**src/sv/can_rxq_pkg.sv**
```systemverilog
`default_nettype none
// ----------------------------------------------------------------------------
// can_rxq_pkg
// shared types and constants of the can receive frame queue
// ----------------------------------------------------------------------------
package can_rxq_pkg;

  localparam int QUEUE_DEPTH = 8;
  localparam int MAX_LENGTH  = 8;

  localparam int PTR_W = (QUEUE_DEPTH > 1) ? $clog2(QUEUE_DEPTH) : 1;
  localparam int CNT_W = $clog2(QUEUE_DEPTH + 1);

  localparam int ID_W    = 29;
  localparam int LEN_W   = 4;
  localparam int DATA_W  = 64;
  localparam int TS_W    = 32;
  localparam int STAT_W  = 32;
  localparam int NBYTES  = DATA_W / 8;

  localparam int LEN_REMOTE_BIT = 6;
  localparam int ID_EXT_BIT     = 3;
  localparam int FLAG_WARN_BIT  = 0;
  localparam int FLAG_BOFF_BIT  = 5;

  typedef enum logic [1:0] {
    KIND_FRAME  = 2'd0,
    KIND_POP    = 2'd1,
    KIND_FLAGS  = 2'd2,
    KIND_UNUSED = 2'd3
  } kind_t;

  typedef enum logic [2:0] {
    ST_POPPED  = 3'd0,
    ST_EMPTY   = 3'd1,
    ST_QUEUED  = 3'd2,
    ST_DROPPED = 3'd3,
    ST_REMOTE  = 3'd4,
    ST_FLAGS   = 3'd5,
    ST_IGNORED = 3'd6
  } status_t;

  typedef struct packed {
    logic [ID_W-1:0]   id;
    logic              extended;
    logic [LEN_W-1:0]  length;
    logic [DATA_W-1:0] data;
    logic [TS_W-1:0]   stamp;
  } frame_t;

  typedef struct packed {
    logic push;
    logic pop;
  } fifo_ctrl_t;

  typedef struct packed {
    logic empty;
    logic full;
  } fifo_status_t;

  typedef struct packed {
    logic       received;
    logic       dropped;
    logic       flags_valid;
    logic [7:0] flags;
  } stat_ctrl_t;

  typedef struct packed {
    logic              bus_off;
    logic [STAT_W-1:0] overflow_count;
    logic [STAT_W-1:0] bus_off_count;
    logic [STAT_W-1:0] warning_count;
    logic [STAT_W-1:0] received_count;
  } stat_t;

endpackage
`default_nettype wire

```
**src/sv/can_rxq_decode.sv**
```systemverilog
`default_nettype none
// ----------------------------------------------------------------------------
// can_rxq_decode
// identifier decode, length clamp and payload masking of a received frame
// ----------------------------------------------------------------------------
module can_rxq_decode
  import can_rxq_pkg::*;
(
  input  wire logic [7:0]        id_high_byte,
  input  wire logic [7:0]        id_low_byte,
  input  wire logic [7:0]        ext_id_high_byte,
  input  wire logic [7:0]        ext_id_low_byte,
  input  wire logic [7:0]        length_byte,
  input  wire logic [DATA_W-1:0] data_bytes,
  input  wire logic [TS_W-1:0]   arrival_time,
  output frame_t                 frame,
  output logic                   remote
);

  logic [LEN_W-1:0] raw_len;
  logic [LEN_W-1:0] len;

  always_comb begin
    remote  = length_byte[LEN_REMOTE_BIT];
    raw_len = length_byte[LEN_W-1:0];
    len     = (raw_len > LEN_W'(MAX_LENGTH)) ? LEN_W'(MAX_LENGTH) : raw_len;

    frame.extended = id_low_byte[ID_EXT_BIT];
    if (id_low_byte[ID_EXT_BIT]) begin
      frame.id = {id_high_byte, id_low_byte[7:5], id_low_byte[1:0],
                  ext_id_high_byte, ext_id_low_byte};
    end else begin
      frame.id = {18'd0, id_high_byte, id_low_byte[7:5]};
    end
    frame.length = len;
    for (int i = 0; i < NBYTES; i++) begin
      frame.data[i*8 +: 8] = (LEN_W'(i) < len) ? data_bytes[i*8 +: 8] : 8'd0;
    end
    frame.stamp = arrival_time;
  end

endmodule
`default_nettype wire

```
**src/sv/can_rxq_fifo.sv**
```systemverilog
`default_nettype none
// ----------------------------------------------------------------------------
// can_rxq_fifo
// ring buffer of decoded frames with read and write pointers and fill count
// ----------------------------------------------------------------------------
module can_rxq_fifo
  import can_rxq_pkg::*;
(
  input  wire logic       clk,
  input  wire logic       rst,
  input  wire fifo_ctrl_t ctrl,
  input  wire frame_t     wr_frame,
  output frame_t          rd_frame,
  output logic [CNT_W-1:0] count,
  output fifo_status_t    stat
);

  frame_t           mem [QUEUE_DEPTH];
  logic [PTR_W-1:0] wr_ptr;
  logic [PTR_W-1:0] rd_ptr;

  function automatic logic [PTR_W-1:0] ptr_inc(input logic [PTR_W-1:0] p);
    return (p == PTR_W'(QUEUE_DEPTH - 1)) ? '0 : p + PTR_W'(1);
  endfunction

  always_comb begin
    stat.empty = (count == '0);
    stat.full  = (count == CNT_W'(QUEUE_DEPTH));
    rd_frame   = mem[rd_ptr];
  end

  always_ff @(posedge clk) begin
    if (ctrl.push) begin
      mem[wr_ptr] <= wr_frame;
    end
  end

  always_ff @(posedge clk) begin
    if (rst) begin
      wr_ptr <= '0;
      rd_ptr <= '0;
      count  <= '0;
    end else begin
      if (ctrl.push) begin
        wr_ptr <= ptr_inc(wr_ptr);
      end
      if (ctrl.pop) begin
        rd_ptr <= ptr_inc(rd_ptr);
      end
      if (ctrl.push && !ctrl.pop) begin
        count <= count + CNT_W'(1);
      end else if (ctrl.pop && !ctrl.push) begin
        count <= count - CNT_W'(1);
      end
    end
  end

`ifndef NO_ASSERTIONS
  a_count_range: assert property (@(posedge clk) disable iff (rst)
    count <= CNT_W'(QUEUE_DEPTH))
    else $error("fill count above depth");

  a_no_push_full: assert property (@(posedge clk) disable iff (rst)
    !(ctrl.push && stat.full))
    else $error("push into full queue");

  a_no_pop_empty: assert property (@(posedge clk) disable iff (rst)
    !(ctrl.pop && stat.empty))
    else $error("pop from empty queue");

  a_push_counts: assert property (@(posedge clk) disable iff (rst)
    (ctrl.push && !ctrl.pop) |=> count == $past(count) + CNT_W'(1))
    else $error("push did not raise fill count");
`endif

endmodule
`default_nettype wire

```
**src/sv/can_rxq_stats.sv**
```systemverilog
`default_nettype none
// ----------------------------------------------------------------------------
// can_rxq_stats
// bus-off latch and wrapping receive, overflow, bus-off and warning counters
// ----------------------------------------------------------------------------
module can_rxq_stats
  import can_rxq_pkg::*;
(
  input  wire logic       clk,
  input  wire logic       rst,
  input  wire stat_ctrl_t ctrl,
  output stat_t           stats
);

  logic overflow_inc;
  logic boff_rise;

  always_comb begin
    overflow_inc = ctrl.dropped || (ctrl.flags_valid && (ctrl.flags[7:6] != 2'b00));
    boff_rise    = ctrl.flags_valid && ctrl.flags[FLAG_BOFF_BIT] && !stats.bus_off;
  end

  always_ff @(posedge clk) begin
    if (rst) begin
      stats <= '0;
    end else begin
      if (ctrl.flags_valid) begin
        stats.bus_off <= ctrl.flags[FLAG_BOFF_BIT];
      end
      if (boff_rise) begin
        stats.bus_off_count <= stats.bus_off_count + STAT_W'(1);
      end
      if (ctrl.flags_valid && ctrl.flags[FLAG_WARN_BIT]) begin
        stats.warning_count <= stats.warning_count + STAT_W'(1);
      end
      if (overflow_inc) begin
        stats.overflow_count <= stats.overflow_count + STAT_W'(1);
      end
      if (ctrl.received) begin
        stats.received_count <= stats.received_count + STAT_W'(1);
      end
    end
  end

`ifndef NO_ASSERTIONS
  a_drop_is_received: assert property (@(posedge clk) disable iff (rst)
    ctrl.dropped |-> ctrl.received)
    else $error("drop without receive");

  a_boff_count_on_rise: assert property (@(posedge clk) disable iff (rst)
    boff_rise |=> stats.bus_off && stats.bus_off_count == $past(stats.bus_off_count) + STAT_W'(1))
    else $error("bus-off rise not counted");

  a_frame_not_flags: assert property (@(posedge clk) disable iff (rst)
    !(ctrl.received && ctrl.flags_valid))
    else $error("frame and flag sample in one transaction");
`endif

endmodule
`default_nettype wire

```
**src/sv/can_rx_frame_queue.sv**
```systemverilog
`default_nettype none
// ----------------------------------------------------------------------------
// can_rx_frame_queue
// can receive queue with frame decode, eight-entry fifo and error statistics
// ----------------------------------------------------------------------------
// One transaction is accepted per clock while out_stall does not hold the
// result register: an input register captures the item, then decode, fifo
// update and counter update load the result register. The sustained rate of
// one item per cycle, when no stall holds it, is set by that fifo and counter
// update. Counter and fill level outputs show the state after the item in the
// result register. No clearing pass runs after reset.
module can_rx_frame_queue
  import can_rxq_pkg::*;
(
  input  wire logic              clk,
  input  wire logic              rst,
  input  wire logic              cfg_we,
  input  wire logic              cfg_data,
  input  wire logic              in_valid,
  output logic                   in_stall,
  input  wire logic [1:0]        kind,
  input  wire logic [7:0]        id_high_byte,
  input  wire logic [7:0]        id_low_byte,
  input  wire logic [7:0]        ext_id_high_byte,
  input  wire logic [7:0]        ext_id_low_byte,
  input  wire logic [7:0]        length_byte,
  input  wire logic [DATA_W-1:0] data_bytes,
  input  wire logic [TS_W-1:0]   arrival_time,
  input  wire logic [7:0]        error_flags,
  output logic                   out_valid,
  input  wire logic              out_stall,
  output logic [2:0]             status,
  output logic [ID_W-1:0]        frame_id,
  output logic                   frame_extended,
  output logic [LEN_W-1:0]       frame_length,
  output logic [DATA_W-1:0]      frame_data,
  output logic [TS_W-1:0]        frame_time,
  output logic [3:0]             queue_count,
  output logic                   bus_off,
  output logic [STAT_W-1:0]      overflow_count,
  output logic [STAT_W-1:0]      bus_off_count,
  output logic [STAT_W-1:0]      warning_count,
  output logic [STAT_W-1:0]      received_count
);

  logic              receive_enabled;
  logic              s1_valid;
  kind_t             s1_kind;
  logic [7:0]        s1_id_high;
  logic [7:0]        s1_id_low;
  logic [7:0]        s1_ext_high;
  logic [7:0]        s1_ext_low;
  logic [7:0]        s1_length;
  logic [DATA_W-1:0] s1_data;
  logic [TS_W-1:0]   s1_time;
  logic [7:0]        s1_flags;

  logic              advance;
  logic              go;
  frame_t            dec_frame;
  logic              dec_remote;
  frame_t            head_frame;
  logic [CNT_W-1:0]  fill;
  fifo_status_t      fifo_stat;
  fifo_ctrl_t        fifo_ctrl;
  stat_ctrl_t        stat_ctrl;
  stat_t             stats;
  status_t           status_next;
  frame_t            frame_next;

  assign advance  = !(out_valid && out_stall);
  assign go       = s1_valid && advance;
  assign in_stall = s1_valid && !advance;

  can_rxq_decode u_decode (
    .id_high_byte     (s1_id_high),
    .id_low_byte      (s1_id_low),
    .ext_id_high_byte (s1_ext_high),
    .ext_id_low_byte  (s1_ext_low),
    .length_byte      (s1_length),
    .data_bytes       (s1_data),
    .arrival_time     (s1_time),
    .frame            (dec_frame),
    .remote           (dec_remote)
  );

  can_rxq_fifo u_fifo (
    .clk      (clk),
    .rst      (rst),
    .ctrl     (fifo_ctrl),
    .wr_frame (dec_frame),
    .rd_frame (head_frame),
    .count    (fill),
    .stat     (fifo_stat)
  );

  can_rxq_stats u_stats (
    .clk   (clk),
    .rst   (rst),
    .ctrl  (stat_ctrl),
    .stats (stats)
  );

  always_comb begin
    status_next           = ST_IGNORED;
    frame_next            = '0;
    fifo_ctrl             = '0;
    stat_ctrl             = '0;
    stat_ctrl.flags       = s1_flags;
    unique case (s1_kind)
      KIND_POP: begin
        if (fifo_stat.empty) begin
          status_next = ST_EMPTY;
        end else begin
          status_next   = ST_POPPED;
          frame_next    = head_frame;
          fifo_ctrl.pop = go;
        end
      end
      KIND_FRAME: begin
        if (receive_enabled) begin
          if (dec_remote) begin
            status_next = ST_REMOTE;
          end else begin
            stat_ctrl.received = go;
            if (fifo_stat.full) begin
              status_next       = ST_DROPPED;
              stat_ctrl.dropped = go;
            end else begin
              status_next    = ST_QUEUED;
              fifo_ctrl.push = go;
            end
          end
        end
      end
      KIND_FLAGS: begin
        if (receive_enabled) begin
          status_next           = ST_FLAGS;
          stat_ctrl.flags_valid = go;
        end
      end
      default: begin
        status_next = ST_IGNORED;
      end
    endcase
  end

  always_comb begin
    queue_count    = 4'(fill);
    bus_off        = stats.bus_off;
    overflow_count = stats.overflow_count;
    bus_off_count  = stats.bus_off_count;
    warning_count  = stats.warning_count;
    received_count = stats.received_count;
  end

  always_ff @(posedge clk) begin
    if (rst) begin
      receive_enabled <= 1'b0;
      s1_valid        <= 1'b0;
      out_valid       <= 1'b0;
    end else begin
      if (cfg_we) begin
        receive_enabled <= cfg_data;
      end
      if (!in_stall) begin
        s1_valid <= in_valid;
      end
      if (advance) begin
        out_valid <= s1_valid;
      end
    end
  end

  always_ff @(posedge clk) begin
    if (in_valid && !in_stall) begin
      s1_kind     <= kind_t'(kind);
      s1_id_high  <= id_high_byte;
      s1_id_low   <= id_low_byte;
      s1_ext_high <= ext_id_high_byte;
      s1_ext_low  <= ext_id_low_byte;
      s1_length   <= length_byte;
      s1_data     <= data_bytes;
      s1_time     <= arrival_time;
      s1_flags    <= error_flags;
    end
    if (go) begin
      status         <= status_next;
      frame_id       <= frame_next.id;
      frame_extended <= frame_next.extended;
      frame_length   <= frame_next.length;
      frame_data     <= frame_next.data;
      frame_time     <= frame_next.stamp;
    end
  end

`ifndef NO_ASSERTIONS
  a_pop_has_frame: assert property (@(posedge clk) disable iff (rst)
    (go && s1_kind == KIND_POP && !fifo_stat.empty) |=> status == ST_POPPED)
    else $error("pop of held frame not reported");

  a_disabled_ignores: assert property (@(posedge clk) disable iff (rst)
    (go && !receive_enabled && s1_kind != KIND_POP) |=> status == ST_IGNORED)
    else $error("item taken while receive disabled");

  a_push_only_on_go: assert property (@(posedge clk) disable iff (rst)
    (fifo_ctrl.push || fifo_ctrl.pop || stat_ctrl.received || stat_ctrl.flags_valid) |-> go)
    else $error("state update without a transaction");
`endif

endmodule
`default_nettype wire
```
**config.mk**
```make
export PLATFORM = sky130hd
export DESIGN_NAME = can_rx_frame_queue
export DESIGN_NICKNAME = d
export VERILOG_FILES = /design/src/sv/can_rxq_pkg.sv /design/src/sv/can_rxq_decode.sv /design/src/sv/can_rxq_fifo.sv /design/src/sv/can_rxq_stats.sv /design/src/sv/can_rx_frame_queue.sv
export SDC_FILE = /design/constraint.sdc
export NUM_CORES = 2
export LEC_CHECK = 0
export ABC_AREA = 1
export BUFFER_PORTS_ARGS = -buffer_cell sky130_fd_sc_hd__buf_4
export CAP_MARGIN = 20
export CORE_ASPECT_RATIO = 0.5
export CORE_MARGIN = 2
export CORE_UTILIZATION = 55
export CTS_CLUSTER_SIZE = 40
export DETAILED_ROUTE_END_ITERATION = 10
export PLACE_DENSITY = 0.72
export SLEW_MARGIN = 20
export SYNTH_ARGS = -nofsm -noshare
export SYNTH_HDL_FRONTEND = slang
export SYNTH_SLANG_ARGS = --single-unit
```
**constraint.sdc**
```tcl
create_clock -name clk -period 13.7 [get_ports clk]
set_input_delay 0.685 -clock clk [delete_from_list [all_inputs] [get_ports clk]]
set_output_delay 0.685 -clock clk [all_outputs]
set_load 0.02 [all_outputs]
```
### Word level (Yosys, flattened, before mapping)

Memories as Yosys holds them, arrays and structs flattened. A register that Yosys moved wholly into a read port is not among the register bits.
Index checks and enable logic that the tools add are counted.

* flip-flop bits (word level): 290
* memory bits (writable): 1040
* input port bits: 152
* output and inout port bits: 268
* logic and storage cells: 100
* memories kept: 1

* add/subtract/negate cells: 8
* magnitude comparators: 9
* equal/unequal tests: 5
* multiplexer cells: 34
* bitwise operators: 1
* reductions and logical operators: 21

Memory list
* u_fifo.mem: words 8, width 130, rd ports 1, clocked after Yosys merged registers in 1, wr ports 1, line can_rxq_fifo.sv:18 `frame_t mem [QUEUE_DEPTH];`

Operator list (count)
* $add 32x1->32 const B: 4
* $mux 8: 8
* $mux 29: 1
* $lt 3x4->1 const A: 4
* $mux 1: 13
* $mux 3: 4
* $mux 4: 3
* $logic_and 1x1->1: 10
* $pmux 3 s3: 1
* $lt 1x4->1 const A: 2
* $lt 2x4->1 const A: 2
* $mux 2: 4
* $add 3x1->3 const B: 2
* $eq 3x3->1 const B: 2
* $logic_not 1->1: 5
* $add 4x1->4 const B: 1
* $eq 4x4->1 const B: 1
* $gt 4x4->1 const B: 1
* $logic_not 4->1: 1
* $reduce_bool 2->1: 2
* $sub 4x1->4 const B: 1
* $eq 2x1->1 const B: 1
* $eq 2x2->1 const B: 1
* $logic_not 2->1: 1
* other kinds (3): 3

### Logic depth before layout (Yosys ltp)

* depth after elaboration: 11
* depth in mapped cells: 14
* gate-level depth less buffers: 14

### Modules after synthesis

Synthesis repeated with hierarchy kept, for this count alone.

* cells, all modules: 5454
* area, all modules: 60634.4 sq um

Modules (own cells, without submodules)
* can_rxq_fifo: times used 1, cells each 3542, area an instance 42198.0 sq um, sequential area each 31490.2 sq um
* can_rx_frame_queue: times used 1, cells each 592, area an instance 10461.3 sq um, sequential area each 8438.1 sq um
* can_rxq_stats: times used 1, cells each 1062, area an instance 6816.5 sq um, sequential area each 2582.5 sq um
* can_rxq_decode: times used 1, cells each 258, area an instance 1158.6 sq um, sequential area each 0.0 sq um

### Least setup slack after synthesis

OpenSTA, ideal clock, no wires.

* path kind: input to register
* start point: in out_stall
* end point: mem u_fifo.mem[4][0] in the netlist's numbering (enable)
* library setup time: 0.779 ns
* arrival: 11.924 ns
* data required time: 12.921 ns
* setup slack: 0.998 ns
* stages on the path: 8
* path buffers: 0
* cell sequence: nand2_1 > nand2_2 > inv_2 > nand2_4 > nor2_4 > inv_1 > or2_1 > nor3_1

RTL lines
* from (decl): line can_rx_frame_queue.sv:31 `input wire logic out_stall,`
* to (decl): line can_rxq_fifo.sv:18

==> run summary <==
Placer Congestion: 0.894
Post-CTS Setup Bufs: 0
status: completed
critical-path maximum fanout: 104
commonest cells after routing, fill and taps aside: edfxtp_1 (1310), nor2_1 (1087), o21ai_0 (652)
commonest non-fill, non-tap cell in the layout: edfxtp_1
CP cell instances: inv_6 > buf_4 > buf_4 > o21ai_0 > o22ai_1 > o21ai_0 > nor2_1
CTS tree: built
CP Class: flop to flop
Worst-path clk slew: 70 ps
Starting Density: 55.4%
Period minus WS final: 4060 ps
Num CTS Buffers: 118
port bufs: 410
Min-Delay Path Class: input port to flop
Sum Neg Setup Slack: 0 ps
drt first pass iters: 5
Cell Pwr Density: 130 nW/um^2
Final Util: 63.1%
core area: 103000 sq um
VDD IR-drop max: 108 uV
Worst EP arrival: 4620 ps
Clock Tree Root: clkbuf_16
Hold Buf Count CTS: 0
Post-Route Skew: 61.6 ps
YS warnings: 0
Avg Inst Size Synth: 12.1 sq um
Nets: 5157
All-Layer GR Usage: 25.0%
Distinct cells, synth: 41
share of layout cells above drive strength 1: 13.1%
Req. time, crit path: 14260 ps
vias in the first global route: 36321
Mapped Nets: 4838
htree depth: 3
crit-path max cell delay: 940 ps
Slew Limit Fails: 0
DR WL/cell: 21.0 microns
Max-Cap Viols: 0
worst skew pair latency: 760 ps
top-area cell type share of the netlist area: 69.3%
first-pass GRT wire length: 205000 microns
FILL cells: 7538
Via density: 5.78
io pins: 420
transition time at the pin with the least slew margin: 1150 ps
Seq/Total Area, Yosys: 74.3%
Final ANT Viol Nets: 0
residual DRC count: 0
DP HPWL: 70300 microns
Yosys top cell by area: edfxtp_1
post-cts resize count: 0
Area contributors post-synth: edfxtp_1 (69%), nor2_1 (7.2%), o21ai_0 (5.7%)
clock sinks: 1452
Area Growth Syn to Fin: 13.9%
Leak: 0.0228 uW
total gr overflow: 0
#FFs+latches synth: 1452
CP endpoint kind: flop
final cycle utilization of the critical path: 29.6%
post-synthesis instance total: 4674
die width: 458 microns
Critical Path Source Type: flop
Final Hold Fails: 0
Die H: 231 microns
fmax: 0.246 GHz
Final setup viols: 0
largest net degree at the start of global routing: 222
FP Rows: 83
final wirelength: 136000 microns
Cell Area, Synth: 56800 sq um
initial DRC count: 3634
Max-slew headroom: 23.0%
total number of vias: 37328
die area: 106000 sq um
Crit-path slowest cell: buf_4
initial antenna violation count: 4
Clock Tree Buf Depth: 3
RSZ-0062 raised after global routing: no
power breakdown:
part,internal [uW],switching (uW),total [uW]
Clock,1750,1550,3300
Sequential,4880,29.0,4910
Combinational,62.6,137,200
flip-flops by register name (all words and copies together) (netlist names), 2 cells and up:
| name | cells |
|---|---|
| u_fifo.mem | 1040 |
| u_stats.stats | 129 |
| frame_data | 64 |
| s1_data | 64 |
| frame_time | 32 |
| s1_time | 32 |
| frame_id | 29 |
| s1_ext_high | 8 |
| s1_ext_low | 8 |
| s1_id_high | 8 |
| s1_id_low | 6 |
| s1_length | 5 |
| frame_length | 4 |
| s1_flags | 4 |
| u_fifo.count | 4 |
| status | 3 |
| u_fifo.rd_ptr | 3 |
| u_fifo.wr_ptr | 3 |
| s1_kind | 2 |
worst paths after layout:
check | start | endpoint | slack [ps] | cells past startpoint
worst max-delay path | u_fifo.rd_ptr[1] | frame_data[58] | 9640 | 7
worst min-delay path | data_bytes[32] | s1_data[32] | 100 | 1
worst max register to register | u_fifo.rd_ptr[1] | frame_data[58] | 9640 | 7
worst min register to register | u_stats.stats[66] | u_stats.stats[66] | 500 | 2
metal layers:
metal	global-route usage (%)	share of wire, %
met1	32.6	40
met2	42.8	50
met3	4.05	7.4
met4	8.93	2.8
met5	0	0.0096
per-stage QoR:
| stage | instance area [sq um] | std cells | hold WS (ps) | total power, uW | setup slack, ps |
|---|---|---|---|---|---|
| after floorplan | 56800 | 4674 | 462 | 5090 | 998 |
| after global placement | 60900 | 6233 | 470 | 5200 | 9450 |
| after detailed placement | 60900 | 6233 | 489 | 5200 | 9400 |
| after CTS | 64600 | 6452 | 46.3 | 8460 | 9650 |
| after global routing | 64700 | 6455 | 61.7 | 8650 | 9440 |
| final | 64700 | 6455 | 97.8 | 8410 | 9640 |
cell type report:
cell class,count,area [sq um],area share (%)
antenna,3,7.51,0.0116
tap,1360,1700,2.63
clock inverter,73,621,0.960
sequential,1452,42200,65.3
clock buffer,146,3080,4.76
inverter,247,952,1.47
multi-input combinational,2729,12700,19.6
timing repair buffer,445,3440,5.33
synth_stat cells (all sizes together):
cell type / count
a21o: 1
o21ai: 688
nand2: 368
and2: 1
nor2: 1105
inv: 245
o21bai: 1
o21a: 2
fa: 1
xnor2: 10
a31oi: 3
nor3: 33
dfxtp: 142
a21oi: 69
mux2: 11
nor3b: 4
nand3b: 1
o22ai: 260
ha: 11
xor2: 11
buf: 78
edfxtp: 1310
nand3: 106
clkinv: 2
or2: 1
o31ai: 1
clkbuf: 168
nand4: 41
cell families after synthesis:
group,Yosys count,synth area share (%)
adders and majority gates,12,0.278
AOI/OAI and AO/OA,1025,9.64
muxes,11,0.218
buffers and inverters,493,3.49
DFF,1452,74.3
and+or+nand+nor,1660,11.8
xor gates and xnor gates,21,0.324
critical path: cells and delay by family (launching register included):
| kind | cells | cell delay [ps] |
|---|---|---|
| AND/OR/NAND/NOR | 1 | 250 |
| buffers and inverters | 3 | 2480 |
| flip-flops | 1 | 620 |
| AO/OA/AOI/OAI | 3 | 450 |
No activity file was read; power rests on OpenSTA's default activity.
